### config.mk
export PLATFORM = sky130hd
export DESIGN_NAME = deadline_timer_queue_unit
export DESIGN_NICKNAME = d
export VERILOG_FILES = /design/src/hdl/dtq_pkg.sv /design/src/hdl/dtq_datapath.sv /design/src/hdl/dtq_ctrl.sv /design/src/hdl/deadline_timer_queue_unit.sv
export SDC_FILE = /design/constraint.sdc
export NUM_CORES = 2
export LEC_CHECK = 0
export ABC_CLOCK_PERIOD_IN_PS = 15960
export BUFFER_PORTS_ARGS = -buffer_cell sky130_fd_sc_hd__buf_2
export CAP_MARGIN = 20
export CELL_PAD_IN_SITES_DETAIL_PLACEMENT = 1
export CELL_PAD_IN_SITES_GLOBAL_PLACEMENT = 1
export CORE_UTILIZATION = 60
export CTS_BUF_LIST = sky130_fd_sc_hd__clkbuf_8
export CTS_CLUSTER_SIZE = 40
export DETAILED_ROUTE_END_ITERATION = 16
export GPL_TIMING_DRIVEN = 1
export PLACE_DENSITY_LB_ADDON = 0.25
export SYNTH_ARGS = -nofsm -noshare
export SYNTH_HDL_FRONTEND = slang
export SYNTH_SLANG_ARGS = --single-unit
### constraint.sdc
create_clock -name clk_i -period 15.96 [get_ports clk_i]
set_input_delay 3.192 -clock clk_i [delete_from_list [all_inputs] [get_ports clk_i]]
set_output_delay 3.192 -clock clk_i [all_outputs]
set_load 0.02 [all_outputs]
### src/hdl/dtq_pkg.sv
// Package for the deadline timer queue: codes, widths and command/status structs.
// No dependencies.
package dtq_pkg;

  localparam int unsigned TimeW = 63;
  localparam int unsigned IvW   = 40;
  localparam int unsigned TagW  = 32;
  localparam int unsigned LeadW = 16;
  localparam logic [TimeW-1:0] TimeMax = {TimeW{1'b1}};
  localparam logic [LeadW-1:0] MinLeadReset = 16'd100;

  typedef enum logic [1:0] {
    ACT_ADD    = 2'd0,
    ACT_CANCEL = 2'd1,
    ACT_TICK   = 2'd2,
    ACT_NONE   = 2'd3
  } action_e;

  typedef enum logic [2:0] {
    KIND_ADDED     = 3'd0,
    KIND_FULL      = 3'd1,
    KIND_CANCELLED = 3'd2,
    KIND_MISSED    = 3'd3,
    KIND_EXPIRED   = 3'd4,
    KIND_DONE      = 3'd5
  } kind_e;

  typedef enum logic [3:0] {
    ST_IDLE,
    ST_ADD_SCAN,
    ST_ADD_DONE,
    ST_CANCEL,
    ST_MARK,
    ST_PICK,
    ST_EMIT,
    ST_MIN,
    ST_FINAL,
    ST_OUT
  } state_e;

  // Controller commands to the datapath.
  typedef struct packed {
    logic load;      // capture the input item
    logic scan_clr;  // reset the scan index and search results
    logic scan_add;  // add scan step
    logic add_do;    // write the new timer, form add result
    logic cancel_do; // cancel check and result
    logic mark;      // mark step: flag expired slots
    logic pick;      // pick step: earliest flagged slot
    logic emit;      // emit the picked slot and re-arm or free it
    logic min;       // earliest busy deadline step
    logic final_do;  // form the tick done result
    logic none_do;   // result for the unused action
    logic out_load;  // the result register takes the formed result
  } cmd_t;

  typedef struct packed {
    logic    scan_end;  // index at last slot
    logic    found;     // pick search found a flagged slot
    action_e action;
  } sts_t;

endpackage

### src/hdl/dtq_datapath.sv
// Datapath of the deadline timer queue: slot stores, scan index, search and result.
// Depends on dtq_pkg.
module dtq_datapath #(
  parameter int unsigned Depth = 16
) (
  input  logic                      clk_i,
  input  logic                      rst_ni,
  input  dtq_pkg::cmd_t             cmd_i,
  output dtq_pkg::sts_t             sts_o,
  input  logic [dtq_pkg::LeadW-1:0] min_lead_i,
  input  logic [1:0]                action_i,
  input  logic [dtq_pkg::TimeW-1:0] now_i,
  input  logic [dtq_pkg::TimeW-1:0] deadline_i,
  input  logic [dtq_pkg::IvW-1:0]   interval_us_i,
  input  logic [3:0]                target_slot_i,
  input  logic [dtq_pkg::TagW-1:0]  target_tag_i,
  output logic [2:0]                kind_o,
  output logic [3:0]                slot_o,
  output logic [dtq_pkg::TagW-1:0]  tag_o,
  output logic                      arm_o,
  output logic [dtq_pkg::TimeW-1:0] arm_delay_us_o,
  output logic                      last_o
);

  localparam int unsigned IdxW = (Depth > 1) ? $clog2(Depth) : 1;
  localparam int unsigned SlotW = 4;

  logic [Depth-1:0] busy_q, busy_d, pend_q, pend_d;
  logic [dtq_pkg::TimeW-1:0] dl_q [Depth];
  logic [dtq_pkg::IvW-1:0]   iv_q [Depth];
  logic [dtq_pkg::TagW-1:0]  tg_q [Depth];
  logic [dtq_pkg::TagW-1:0]  cnt_q, cnt_d;

  logic [1:0]                act_q;
  logic [dtq_pkg::TimeW-1:0] now_q, ndl_q;
  logic [dtq_pkg::IvW-1:0]   niv_q;
  logic [3:0]                ts_q;
  logic [dtq_pkg::TagW-1:0]  tt_q;

  logic [IdxW-1:0] idx_q, idx_d;
  // Search state: free slot, earliest flag, best pick.
  logic            free_v_q, free_v_d, early_q, early_d, bv_q, bv_d;
  logic [IdxW-1:0] free_q, free_d, bi_q, bi_d;
  logic [dtq_pkg::TimeW-1:0] bd_q, bd_d;

  // Formed result, then the output register.
  logic [2:0]                rk_q, rk_d;
  logic [3:0]                rs_q, rs_d;
  logic [dtq_pkg::TagW-1:0]  rt_q, rt_d;
  logic                      ra_q, ra_d, rl_q, rl_d;
  logic [dtq_pkg::TimeW-1:0] rw_q, rw_d;

  logic [dtq_pkg::TimeW-1:0] cur_dl, delay_base, diff, rearm;
  logic [dtq_pkg::TimeW:0]   sum;
  logic                      cur_busy, wr_dl;
  logic                      ts_ok;
  logic [IdxW-1:0]           ts_idx;

  assign cur_dl   = dl_q[idx_q];
  assign cur_busy = busy_q[idx_q];
  assign ts_idx   = IdxW'(ts_q);
  assign ts_ok    = ({{(32-SlotW){1'b0}}, ts_q} < 32'(Depth));

  // Arm delay base: the best deadline of the search on the final step, else the new deadline.
  assign delay_base = cmd_i.final_do ? bd_q : ndl_q;
  assign diff = delay_base - now_q;
  assign sum = {1'b0, now_q} + {{(dtq_pkg::TimeW + 1 - dtq_pkg::IvW){1'b0}}, iv_q[bi_q]};
  assign rearm = sum[dtq_pkg::TimeW] ? dtq_pkg::TimeMax : sum[dtq_pkg::TimeW-1:0];

  function automatic logic [dtq_pkg::TimeW-1:0] delay_f(
    input logic [dtq_pkg::TimeW-1:0] w, input logic [dtq_pkg::TimeW-1:0] n,
    input logic [dtq_pkg::TimeW-1:0] d, input logic [dtq_pkg::LeadW-1:0] lead);
    logic [dtq_pkg::TimeW-1:0] l;
    l = {{(dtq_pkg::TimeW - dtq_pkg::LeadW){1'b0}}, lead};
    if (w > n && d > l) return d;
    return l;
  endfunction

  assign sts_o.scan_end = (idx_q == IdxW'(Depth - 1));
  assign sts_o.found    = bv_q;
  assign sts_o.action   = dtq_pkg::action_e'(act_q);

  always_comb begin
    busy_d = busy_q; pend_d = pend_q; cnt_d = cnt_q;
    idx_d = idx_q; free_v_d = free_v_q; free_d = free_q; early_d = early_q;
    bv_d = bv_q; bi_d = bi_q; bd_d = bd_q; wr_dl = 1'b0;
    rk_d = rk_q; rs_d = rs_q; rt_d = rt_q; ra_d = 1'b0; rw_d = '0; rl_d = rl_q;
    // The last mark step also restarts the scan, so the flag is written on its own.
    if (cmd_i.mark) pend_d[idx_q] = cur_busy && (cur_dl <= now_q);
    if (cmd_i.scan_clr) begin
      idx_d = '0; free_v_d = 1'b0; early_d = 1'b1; bv_d = 1'b0;
    end else if (cmd_i.scan_add) begin
      if (cur_busy) begin
        if (!(ndl_q < cur_dl)) early_d = 1'b0;
      end else if (!free_v_q) begin
        free_v_d = 1'b1; free_d = idx_q;
      end
      idx_d = idx_q + 1'b1;
    end else if (cmd_i.mark) begin
      idx_d = idx_q + 1'b1;
    end else if (cmd_i.pick || cmd_i.min) begin
      if ((cmd_i.pick ? pend_q[idx_q] : cur_busy) && (!bv_q || cur_dl < bd_q)) begin
        bv_d = 1'b1; bi_d = idx_q; bd_d = cur_dl;
      end
      idx_d = idx_q + 1'b1;
    end
    rk_d = rk_q; rs_d = rs_q; rt_d = rt_q; rl_d = rl_q;
    if (cmd_i.add_do) begin
      rl_d = 1'b1;
      if (!free_v_q) begin
        rk_d = dtq_pkg::KIND_FULL; rs_d = '0; rt_d = '0;
      end else begin
        cnt_d = cnt_q + 1'b1;
        busy_d[free_q] = 1'b1;
        rk_d = dtq_pkg::KIND_ADDED; rs_d = SlotW'(free_q); rt_d = cnt_d;
        ra_d = early_q;
        rw_d = early_q ? delay_f(ndl_q, now_q, diff, min_lead_i) : '0;
      end
    end else if (cmd_i.cancel_do) begin
      rl_d = 1'b1; rs_d = ts_q; rt_d = tt_q;
      if (ts_ok && busy_q[ts_idx] && tg_q[ts_idx] == tt_q) begin
        busy_d[ts_idx] = 1'b0; rk_d = dtq_pkg::KIND_CANCELLED;
      end else begin
        rk_d = dtq_pkg::KIND_MISSED;
      end
    end else if (cmd_i.emit) begin
      rl_d = 1'b0; rk_d = dtq_pkg::KIND_EXPIRED;
      rs_d = SlotW'(bi_q); rt_d = tg_q[bi_q];
      pend_d[bi_q] = 1'b0;
      if (iv_q[bi_q] != '0) wr_dl = 1'b1;
      else busy_d[bi_q] = 1'b0;
    end else if (cmd_i.final_do) begin
      rl_d = 1'b1; rk_d = dtq_pkg::KIND_DONE; rs_d = '0; rt_d = '0;
      ra_d = bv_q;
      rw_d = bv_q ? delay_f(bd_q, now_q, diff, min_lead_i) : '0;
    end else if (cmd_i.none_do) begin
      rl_d = 1'b1; rk_d = dtq_pkg::KIND_DONE; rs_d = '0; rt_d = '0;
    end else begin
      ra_d = ra_q; rw_d = rw_q;
    end
  end

  always_ff @(posedge clk_i or negedge rst_ni) begin
    if (!rst_ni) begin
      busy_q <= '0; pend_q <= '0; cnt_q <= '0; idx_q <= '0;
      free_v_q <= 1'b0; early_q <= 1'b0; bv_q <= 1'b0;
    end else begin
      busy_q <= busy_d; pend_q <= pend_d; cnt_q <= cnt_d; idx_q <= idx_d;
      free_v_q <= free_v_d; early_q <= early_d; bv_q <= bv_d;
    end
  end

  // The output register takes the result as it is formed, so an expired item
  // is loaded in the same cycle as its emit step.
  always_ff @(posedge clk_i) begin
    free_q <= free_d; bi_q <= bi_d; bd_q <= bd_d;
    rk_q <= rk_d; rs_q <= rs_d; rt_q <= rt_d; ra_q <= ra_d; rw_q <= rw_d; rl_q <= rl_d;
    if (cmd_i.load) begin
      act_q <= action_i; now_q <= now_i; ndl_q <= deadline_i;
      niv_q <= interval_us_i; ts_q <= target_slot_i; tt_q <= target_tag_i;
    end
    if (cmd_i.add_do && free_v_q) begin
      dl_q[free_q] <= ndl_q; iv_q[free_q] <= niv_q; tg_q[free_q] <= cnt_d;
    end
    if (wr_dl) dl_q[bi_q] <= rearm;
    if (cmd_i.out_load) begin
      kind_o <= rk_d; slot_o <= rs_d; tag_o <= rt_d;
      arm_o <= ra_d; arm_delay_us_o <= rw_d; last_o <= rl_d;
    end
  end

  // A slot that is flagged as expired is always busy.
  assert property (@(posedge clk_i) disable iff (!rst_ni) (pend_q & ~busy_q) == '0)
    else $error("expired flag on a free slot");
  // The tag counter moves only when a timer is added.
  assert property (@(posedge clk_i) disable iff (!rst_ni)
    !cmd_i.add_do |=> $stable(cnt_q))
    else $error("tag counter moved without an add");
  // An emitted slot is always a found one.
  assert property (@(posedge clk_i) disable iff (!rst_ni) cmd_i.emit |-> bv_q)
    else $error("emit without a pick");

endmodule

### src/hdl/dtq_ctrl.sv
// Controller state machine of the deadline timer queue: sequences scans and handshakes.
// Depends on dtq_pkg.
module dtq_ctrl (
  input  logic          clk_i,
  input  logic          rst_ni,
  input  logic          in_valid_i,
  output logic          in_ready_o,
  output logic          out_valid_o,
  input  logic          out_ready_i,
  input  dtq_pkg::sts_t sts_i,
  output dtq_pkg::cmd_t cmd_o
);

  dtq_pkg::state_e state_q, state_d;
  logic vld_q, vld_d;
  logic slot_free;

  // The output register is free when empty or being taken this cycle.
  assign slot_free = !vld_q || out_ready_i;
  assign in_ready_o = (state_q == dtq_pkg::ST_IDLE);
  assign out_valid_o = vld_q;

  always_comb begin
    state_d = state_q;
    unique case (state_q)
      dtq_pkg::ST_IDLE: if (in_valid_i) state_d = dtq_pkg::ST_CANCEL;
      dtq_pkg::ST_CANCEL: begin
        // First cycle after load: dispatch on the action.
        unique case (sts_i.action)
          dtq_pkg::ACT_ADD:    state_d = dtq_pkg::ST_ADD_SCAN;
          dtq_pkg::ACT_CANCEL: state_d = dtq_pkg::ST_OUT;
          dtq_pkg::ACT_TICK:   state_d = dtq_pkg::ST_MARK;
          default:             state_d = dtq_pkg::ST_OUT;
        endcase
      end
      dtq_pkg::ST_ADD_SCAN: if (sts_i.scan_end) state_d = dtq_pkg::ST_ADD_DONE;
      dtq_pkg::ST_ADD_DONE: state_d = dtq_pkg::ST_OUT;
      dtq_pkg::ST_MARK: if (sts_i.scan_end) state_d = dtq_pkg::ST_PICK;
      dtq_pkg::ST_PICK: if (sts_i.scan_end) state_d = dtq_pkg::ST_EMIT;
      dtq_pkg::ST_EMIT: begin
        if (!sts_i.found) state_d = dtq_pkg::ST_MIN;
        else if (slot_free) state_d = dtq_pkg::ST_PICK;
      end
      dtq_pkg::ST_MIN: if (sts_i.scan_end) state_d = dtq_pkg::ST_FINAL;
      dtq_pkg::ST_FINAL: state_d = dtq_pkg::ST_OUT;
      dtq_pkg::ST_OUT: if (slot_free) state_d = dtq_pkg::ST_IDLE;
      default: state_d = dtq_pkg::ST_IDLE;
    endcase
  end

  always_comb begin
    cmd_o = '0;
    vld_d = vld_q && !out_ready_i;
    unique case (state_q)
      dtq_pkg::ST_IDLE: cmd_o.load = in_valid_i;
      dtq_pkg::ST_CANCEL: begin
        cmd_o.scan_clr = 1'b1;
        unique case (sts_i.action)
          dtq_pkg::ACT_CANCEL: cmd_o.cancel_do = 1'b1;
          dtq_pkg::ACT_NONE:   cmd_o.none_do = 1'b1;
          default: ;
        endcase
      end
      dtq_pkg::ST_ADD_SCAN: cmd_o.scan_add = 1'b1;
      dtq_pkg::ST_ADD_DONE: cmd_o.add_do = 1'b1;
      dtq_pkg::ST_MARK: begin
        cmd_o.mark = 1'b1;
        cmd_o.scan_clr = sts_i.scan_end;
      end
      dtq_pkg::ST_PICK: cmd_o.pick = 1'b1;
      dtq_pkg::ST_EMIT: begin
        if (!sts_i.found) cmd_o.scan_clr = 1'b1;
        else if (slot_free) begin
          cmd_o.emit = 1'b1;
          cmd_o.out_load = 1'b1;
          vld_d = 1'b1;
          cmd_o.scan_clr = 1'b1;
        end
      end
      dtq_pkg::ST_MIN: cmd_o.min = 1'b1;
      dtq_pkg::ST_FINAL: cmd_o.final_do = 1'b1;
      dtq_pkg::ST_OUT: if (slot_free) begin
        cmd_o.out_load = 1'b1;
        vld_d = 1'b1;
      end
      default: ;
    endcase
  end

  always_ff @(posedge clk_i or negedge rst_ni) begin
    if (!rst_ni) begin
      state_q <= dtq_pkg::ST_IDLE;
      vld_q <= 1'b0;
    end else begin
      state_q <= state_d;
      vld_q <= vld_d;
    end
  end

  assert property (@(posedge clk_i) disable iff (!rst_ni)
    in_ready_o |-> !(cmd_o.emit || cmd_o.final_do || cmd_o.add_do))
    else $error("work while ready for a new item");
  assert property (@(posedge clk_i) disable iff (!rst_ni)
    cmd_o.out_load |-> slot_free)
    else $error("result overwritten before it was taken");
  assert property (@(posedge clk_i) disable iff (!rst_ni)
    (state_q == dtq_pkg::ST_FINAL) |=> (state_q == dtq_pkg::ST_OUT))
    else $error("tick done result skipped");

endmodule

### src/hdl/deadline_timer_queue_unit.sv
// Top level of the deadline timer queue: APB register, controller and datapath.
// Depends on dtq_pkg, dtq_ctrl and dtq_datapath.
//
//   channel  | handshake                  | payload
//   input    | in_valid_i / in_ready_o    | action, now, deadline, interval, target
//   result   | out_valid_o / out_ready_i  | kind, slot, tag, arm, arm_delay_us, last
//   config   | psel/penable/pwrite/pready | paddr, pwdata, prdata (min_lead at 0)
//
// An add scans every slot for a free one and then forms its result; cancel and the unused
// action go straight to the output step. A tick runs marking, one ordered pick pass per
// expired timer and one final empty pass, the earliest deadline scan and the output
// step; all of these passes run on the single shared compare scan.
// Reset clears all busy flags and the tag counter; min_lead returns to 100.
// A stalled result holds the sequencer in its emit or output step.
module deadline_timer_queue_unit #(
  parameter int unsigned DEPTH = 16
) (
  input  logic                      clk_i,
  input  logic                      rst_ni,
  input  logic                      in_valid_i,
  output logic                      in_ready_o,
  input  logic [1:0]                action_i,
  input  logic [dtq_pkg::TimeW-1:0] now_i,
  input  logic [dtq_pkg::TimeW-1:0] deadline_i,
  input  logic [dtq_pkg::IvW-1:0]   interval_us_i,
  input  logic [3:0]                target_slot_i,
  input  logic [dtq_pkg::TagW-1:0]  target_tag_i,
  output logic                      out_valid_o,
  input  logic                      out_ready_i,
  output logic [2:0]                kind_o,
  output logic [3:0]                slot_o,
  output logic [dtq_pkg::TagW-1:0]  tag_o,
  output logic                      arm_o,
  output logic [dtq_pkg::TimeW-1:0] arm_delay_us_o,
  output logic                      last_o,
  input  logic                      psel,
  input  logic                      penable,
  input  logic                      pwrite,
  input  logic                      paddr,
  input  logic [31:0]               pwdata,
  output logic [31:0]               prdata,
  output logic                      pready
);

  logic [dtq_pkg::LeadW-1:0] lead_q;
  dtq_pkg::cmd_t cmd;
  dtq_pkg::sts_t sts;

  assign pready = 1'b1;
  assign prdata = paddr ? 32'd0 : {{(32 - dtq_pkg::LeadW){1'b0}}, lead_q};

  always_ff @(posedge clk_i or negedge rst_ni) begin
    if (!rst_ni) begin
      lead_q <= dtq_pkg::MinLeadReset;
    end else if (psel && penable && pwrite && !paddr) begin
      lead_q <= pwdata[dtq_pkg::LeadW-1:0];
    end
  end

  dtq_ctrl u_ctrl (
    .clk_i, .rst_ni, .in_valid_i, .in_ready_o, .out_valid_o, .out_ready_i,
    .sts_i(sts), .cmd_o(cmd)
  );

  dtq_datapath #(.Depth(DEPTH)) u_dp (
    .clk_i, .rst_ni, .cmd_i(cmd), .sts_o(sts), .min_lead_i(lead_q),
    .action_i, .now_i, .deadline_i, .interval_us_i, .target_slot_i, .target_tag_i,
    .kind_o, .slot_o, .tag_o, .arm_o, .arm_delay_us_o, .last_o
  );

endmodule

==> impl_metrics.toml <==
[status]
outcome = "complete, no violations"

[grt]
grt_pass1_vias = 80200
grt_use_total_pct = 39.2
grt_start_max_net_pins = 126
met2_usage_pct = 63.9
grt_overflow = 0
grt_util_met1_pct = 46.0
top_usage_layer = "met2"
antenna_found_initial = 29
grt_pass1_wl_mm = 569
grtUsageMet3_pct = 8.01

[sta]
hold_violations = 0
tns_ns = 0
setup_viol = 0
max-slew-margin-rel_pct = 4.75
max_freq_ghz = 0.100
finalCriticalPeriod_ns = 9.97
period_share_pct = 62.5
worst_pin_slew_ns = 1.42
finalMaxSlewViolations = 0
rsz0062_at_grt = "false"
fin_skew_ns = 0.131

[setup_path]
ff2ff_path_depth = 18
critical_path.max_fanout = 119
crit_required_ns = 16.81
crit_cells = 18
slowest_delay_ns = 0.99
arrival_ns = 10.82
cp-endpoint = "u_dp.dl_q[12][47]"
timing.rr.end = "u_dp.dl_q[12][47]"
rrSetupSlack_ns = 5.99
crit_chain = "buf_12 -> buf_4 -> mux4_2 -> mux4_2 -> ha_1 -> inv_1 -> o21ai_0 -> o2111ai_1 -> a311o_1 -> nor4_1 -> o21ai_1 -> a211o_1 -> o21a_1 -> o41ai_2 -> nor2b_1 -> nand3_1 -> xnor2_1 -> o22a_1"
start_kind = "flop"
cp_num_buf_inv = 3
crit_path_top_delay_cell = "nor2b_1"
crit_family = "compound AO/OA/AOI/OAI gates"
crit_type = "flop to flop"
crit_path_frequent_cell = "mux4_2"
crit_path_end_kind = "flop"

[final_layout]
fin_nets = 8271
final_layout_size_suffix_gt1_share_pct = 25.6
layout-area-overhead-vs-synth_pct = 11.3
final_common_cell = "edfxtp_1"
final_cell_mix = "edfxtp_1, mux4_2, clkbuf_8, ha_1, inv_1"

[route]
drt_pre_antenna_iters = 6
routed_wl_mm = 417
avgRoutedWirePerCell_um = 39.2
vias = 77000
drcViolationCount = 0
ant_nets = 0
drt_iter0_markers = 10700
viasPerCell = 7.24

[cts]
root_buffer = "clkbuf_8"
post-cts-setup-buffer-count = 0
tritoncts = "done"
worstSkewPairLatency_ns = 1.22
clkSinkCount = 2743
clkTransAtPathRegs_ns = 0.07
cts_resized = 0
cts_buffers = 441
clock_path_buffers = 4
hold_buffers = 0
cts_max_level = 5

[run]
drv_cap = 0

[placement]
dp_hpwl_mm = 239
globalplace.congestion = 0.932
io_buffers = 349

[power_and_ir_drop]
p_clk_share_pct = 25.9
power.leakage_nw = 46.4
netSwitchingPower_w = 0.00851
intPower_w = 0.0147
power_density_nw_per_um2 = 171
vdd_drop_max_uv = 121
p_total_w = 0.0232
power_frac_comb_pct = 34.8
seqPwrFrac_pct = 39.3
switching_share_pct = 36.7

[floorplanning]
die_h_um = 453
start_util_pct = 60.4
core_um2 = 202000
num_rows = 165
die_area_um2 = 205000
die_w_um = 453
io_pins = 383

[yosys]
synth-edff-count = 2539
syn_inst = 6966
synth-async-reset-ratio_pct = 3.35
netlist_area_um2 = 122000
yosys_warnings = 0
avgSynthCellArea_um2 = 17.5
synth_ff_type = "edfxtp_1"
synth-seq-cells = 2743
yosysSeqAreaShare_pct = 66.2
synth_cell_type_count = 90

[hold_path]
hold_class = "flop to flop"
-- layout make-up --
cell class	count	area (um2)
Fill cell	17300	66300
Antenna cell	26	65.1
Clock inverter	322	1720
Timing Repair Buffer	504	3060
Multi-Input combinational cell	3644	39400
Tap cell	2672	3340
Clock buffer	469	6450
Inverter	254	966
Sequential cell	2743	80800
-- registers in the layout, summed over array words and instances, names as in the netlist, 32 cells and up, named ones only --
signal               flops
u_dp.cnt_q              32
u_dp.ndl_q              63
u_dp.rw_q               63
u_dp.arm_delay_us_o     63
u_dp.tag_o              32
u_dp.niv_q              40
u_dp.iv_q              640
u_dp.rt_q               32
u_dp.now_q              63
u_dp.bd_q               63
u_dp.tg_q              512
u_dp.dl_q             1008
u_dp.tt_q               32
-- per-layer routing --
layer / vias to the layer above / wire, um
met5: - / 128
met4: 20 / 38700
met3: 1809 / 42200
met2: 6165 / 201000
met1: 39300 / 135000
li1: 29700 / -
-- worst min path at each step --
| stage | end | from | cells after the start |
|---|---|---|---|
| after global routing | u_dp.rw_q[58] | u_dp.rw_q[58] | 1 |
| after floorplan | u_dp.rw_q[42] | u_dp.rw_q[42] | 2 |
| after detailed placement | u_dp.rw_q[58] | u_dp.rw_q[58] | 1 |
| after global placement | u_dp.rw_q[38] | u_dp.rw_q[38] | 2 |
| after CTS | u_dp.rw_q[58] | u_dp.rw_q[58] | 1 |
| final | u_dp.rw_q[58] | u_dp.rw_q[58] | 1 |
-- power groups by stage --
stage / sequential [W] / clock [W] / combinational, W
final: 0.00912 / 0.00602 / 0.00808
after global routing: 0.00915 / 0.00626 / 0.00843
after CTS: 0.00911 / 0.00593 / 0.00784
after detailed placement: 0.00925 / 0 / 0.00763
after global placement: 0.00921 / 0 / 0.00717
after floorplan: 0.00898 / 0 / 0.00519
-- cells by family after synthesis --
family	after synthesis	synth area share (%)
flops	2743	66.2
compound gates	1060	5.83
simple gates	975	4.03
mux	945	16.0
buf+inv	594	1.93
fa+ha+maj	439	4.51
xor+xnor	208	1.49
other cells	2	0.00615
-- worst reg2reg max path, stage by stage (launching register included) --
cell       delay (ns)
dfxtp_4          0.88
buf_12           0.62
buf_4            0.99
mux4_2           0.51
mux4_2           0.54
ha_1             0.35
inv_1            0.09
o21ai_0          0.43
o2111ai_1        0.43
a311o_1          0.51
nor4_1           0.49
o21ai_1          0.18
a211o_1          0.31
o21a_1           0.26
o41ai_2          0.87
nor2b_1          0.99
nand3_1          0.23
xnor2_1          0.38
o22a_1           0.57
-- synth_stat cells, drive strengths merged (11+ instances only) --
cell type / number / area [um2]
edfxtp: 2539 / 76200
mux4: 800 / 18000
ha: 437 / 5470
a21oi: 293 / 1470
inv: 254 / 953
nor2: 234 / 878
clkbuf: 220 / 827
nand2: 197 / 739
o21ai: 173 / 866
a21o: 138 / 1040
xnor2: 128 / 1120
buf: 120 / 574
dfxtp: 112 / 2240
nor2b: 109 / 682
nand4: 104 / 651
dfrtp: 89 / 2230
mux2: 87 / 980
xor2: 80 / 701
nand2b: 73 / 457
nand3: 73 / 365
a211oi: 67 / 526
o22a: 62 / 543
mux2i: 58 / 581
o22ai: 53 / 345
nor3: 51 / 260
nor4: 41 / 257
a22o: 40 / 350
a221oi: 30 / 275
and2: 29 / 181
o21a: 29 / 219
o32ai: 27 / 236
a31oi: 22 / 138
o21bai: 22 / 165
a221o: 18 / 180
and3: 15 / 93.8
o211ai: 14 / 110
or2: 13 / 81.3
or3: 13 / 81.3
o31ai: 11 / 82.6
-- through the flow --
step | hold WS, ns | util, % | area, um2 | setup slack, ns | std cells
floorplan | 0.418 | - | 122000 | 6.26 | 6981
global placement | 0.442 | 63.0 | 127000 | 6.67 | 9790
detailed placement | 0.463 | 63.0 | 127000 | 6.19 | 9793
CTS | 0.481 | 67.1 | 136000 | 6.01 | 10600
global route | 0.486 | 67.2 | 136000 | 6.02 | 10600
finish | 0.481 | 67.2 | 136000 | 5.99 | 10600
Power figures use the tool's default switching activity.
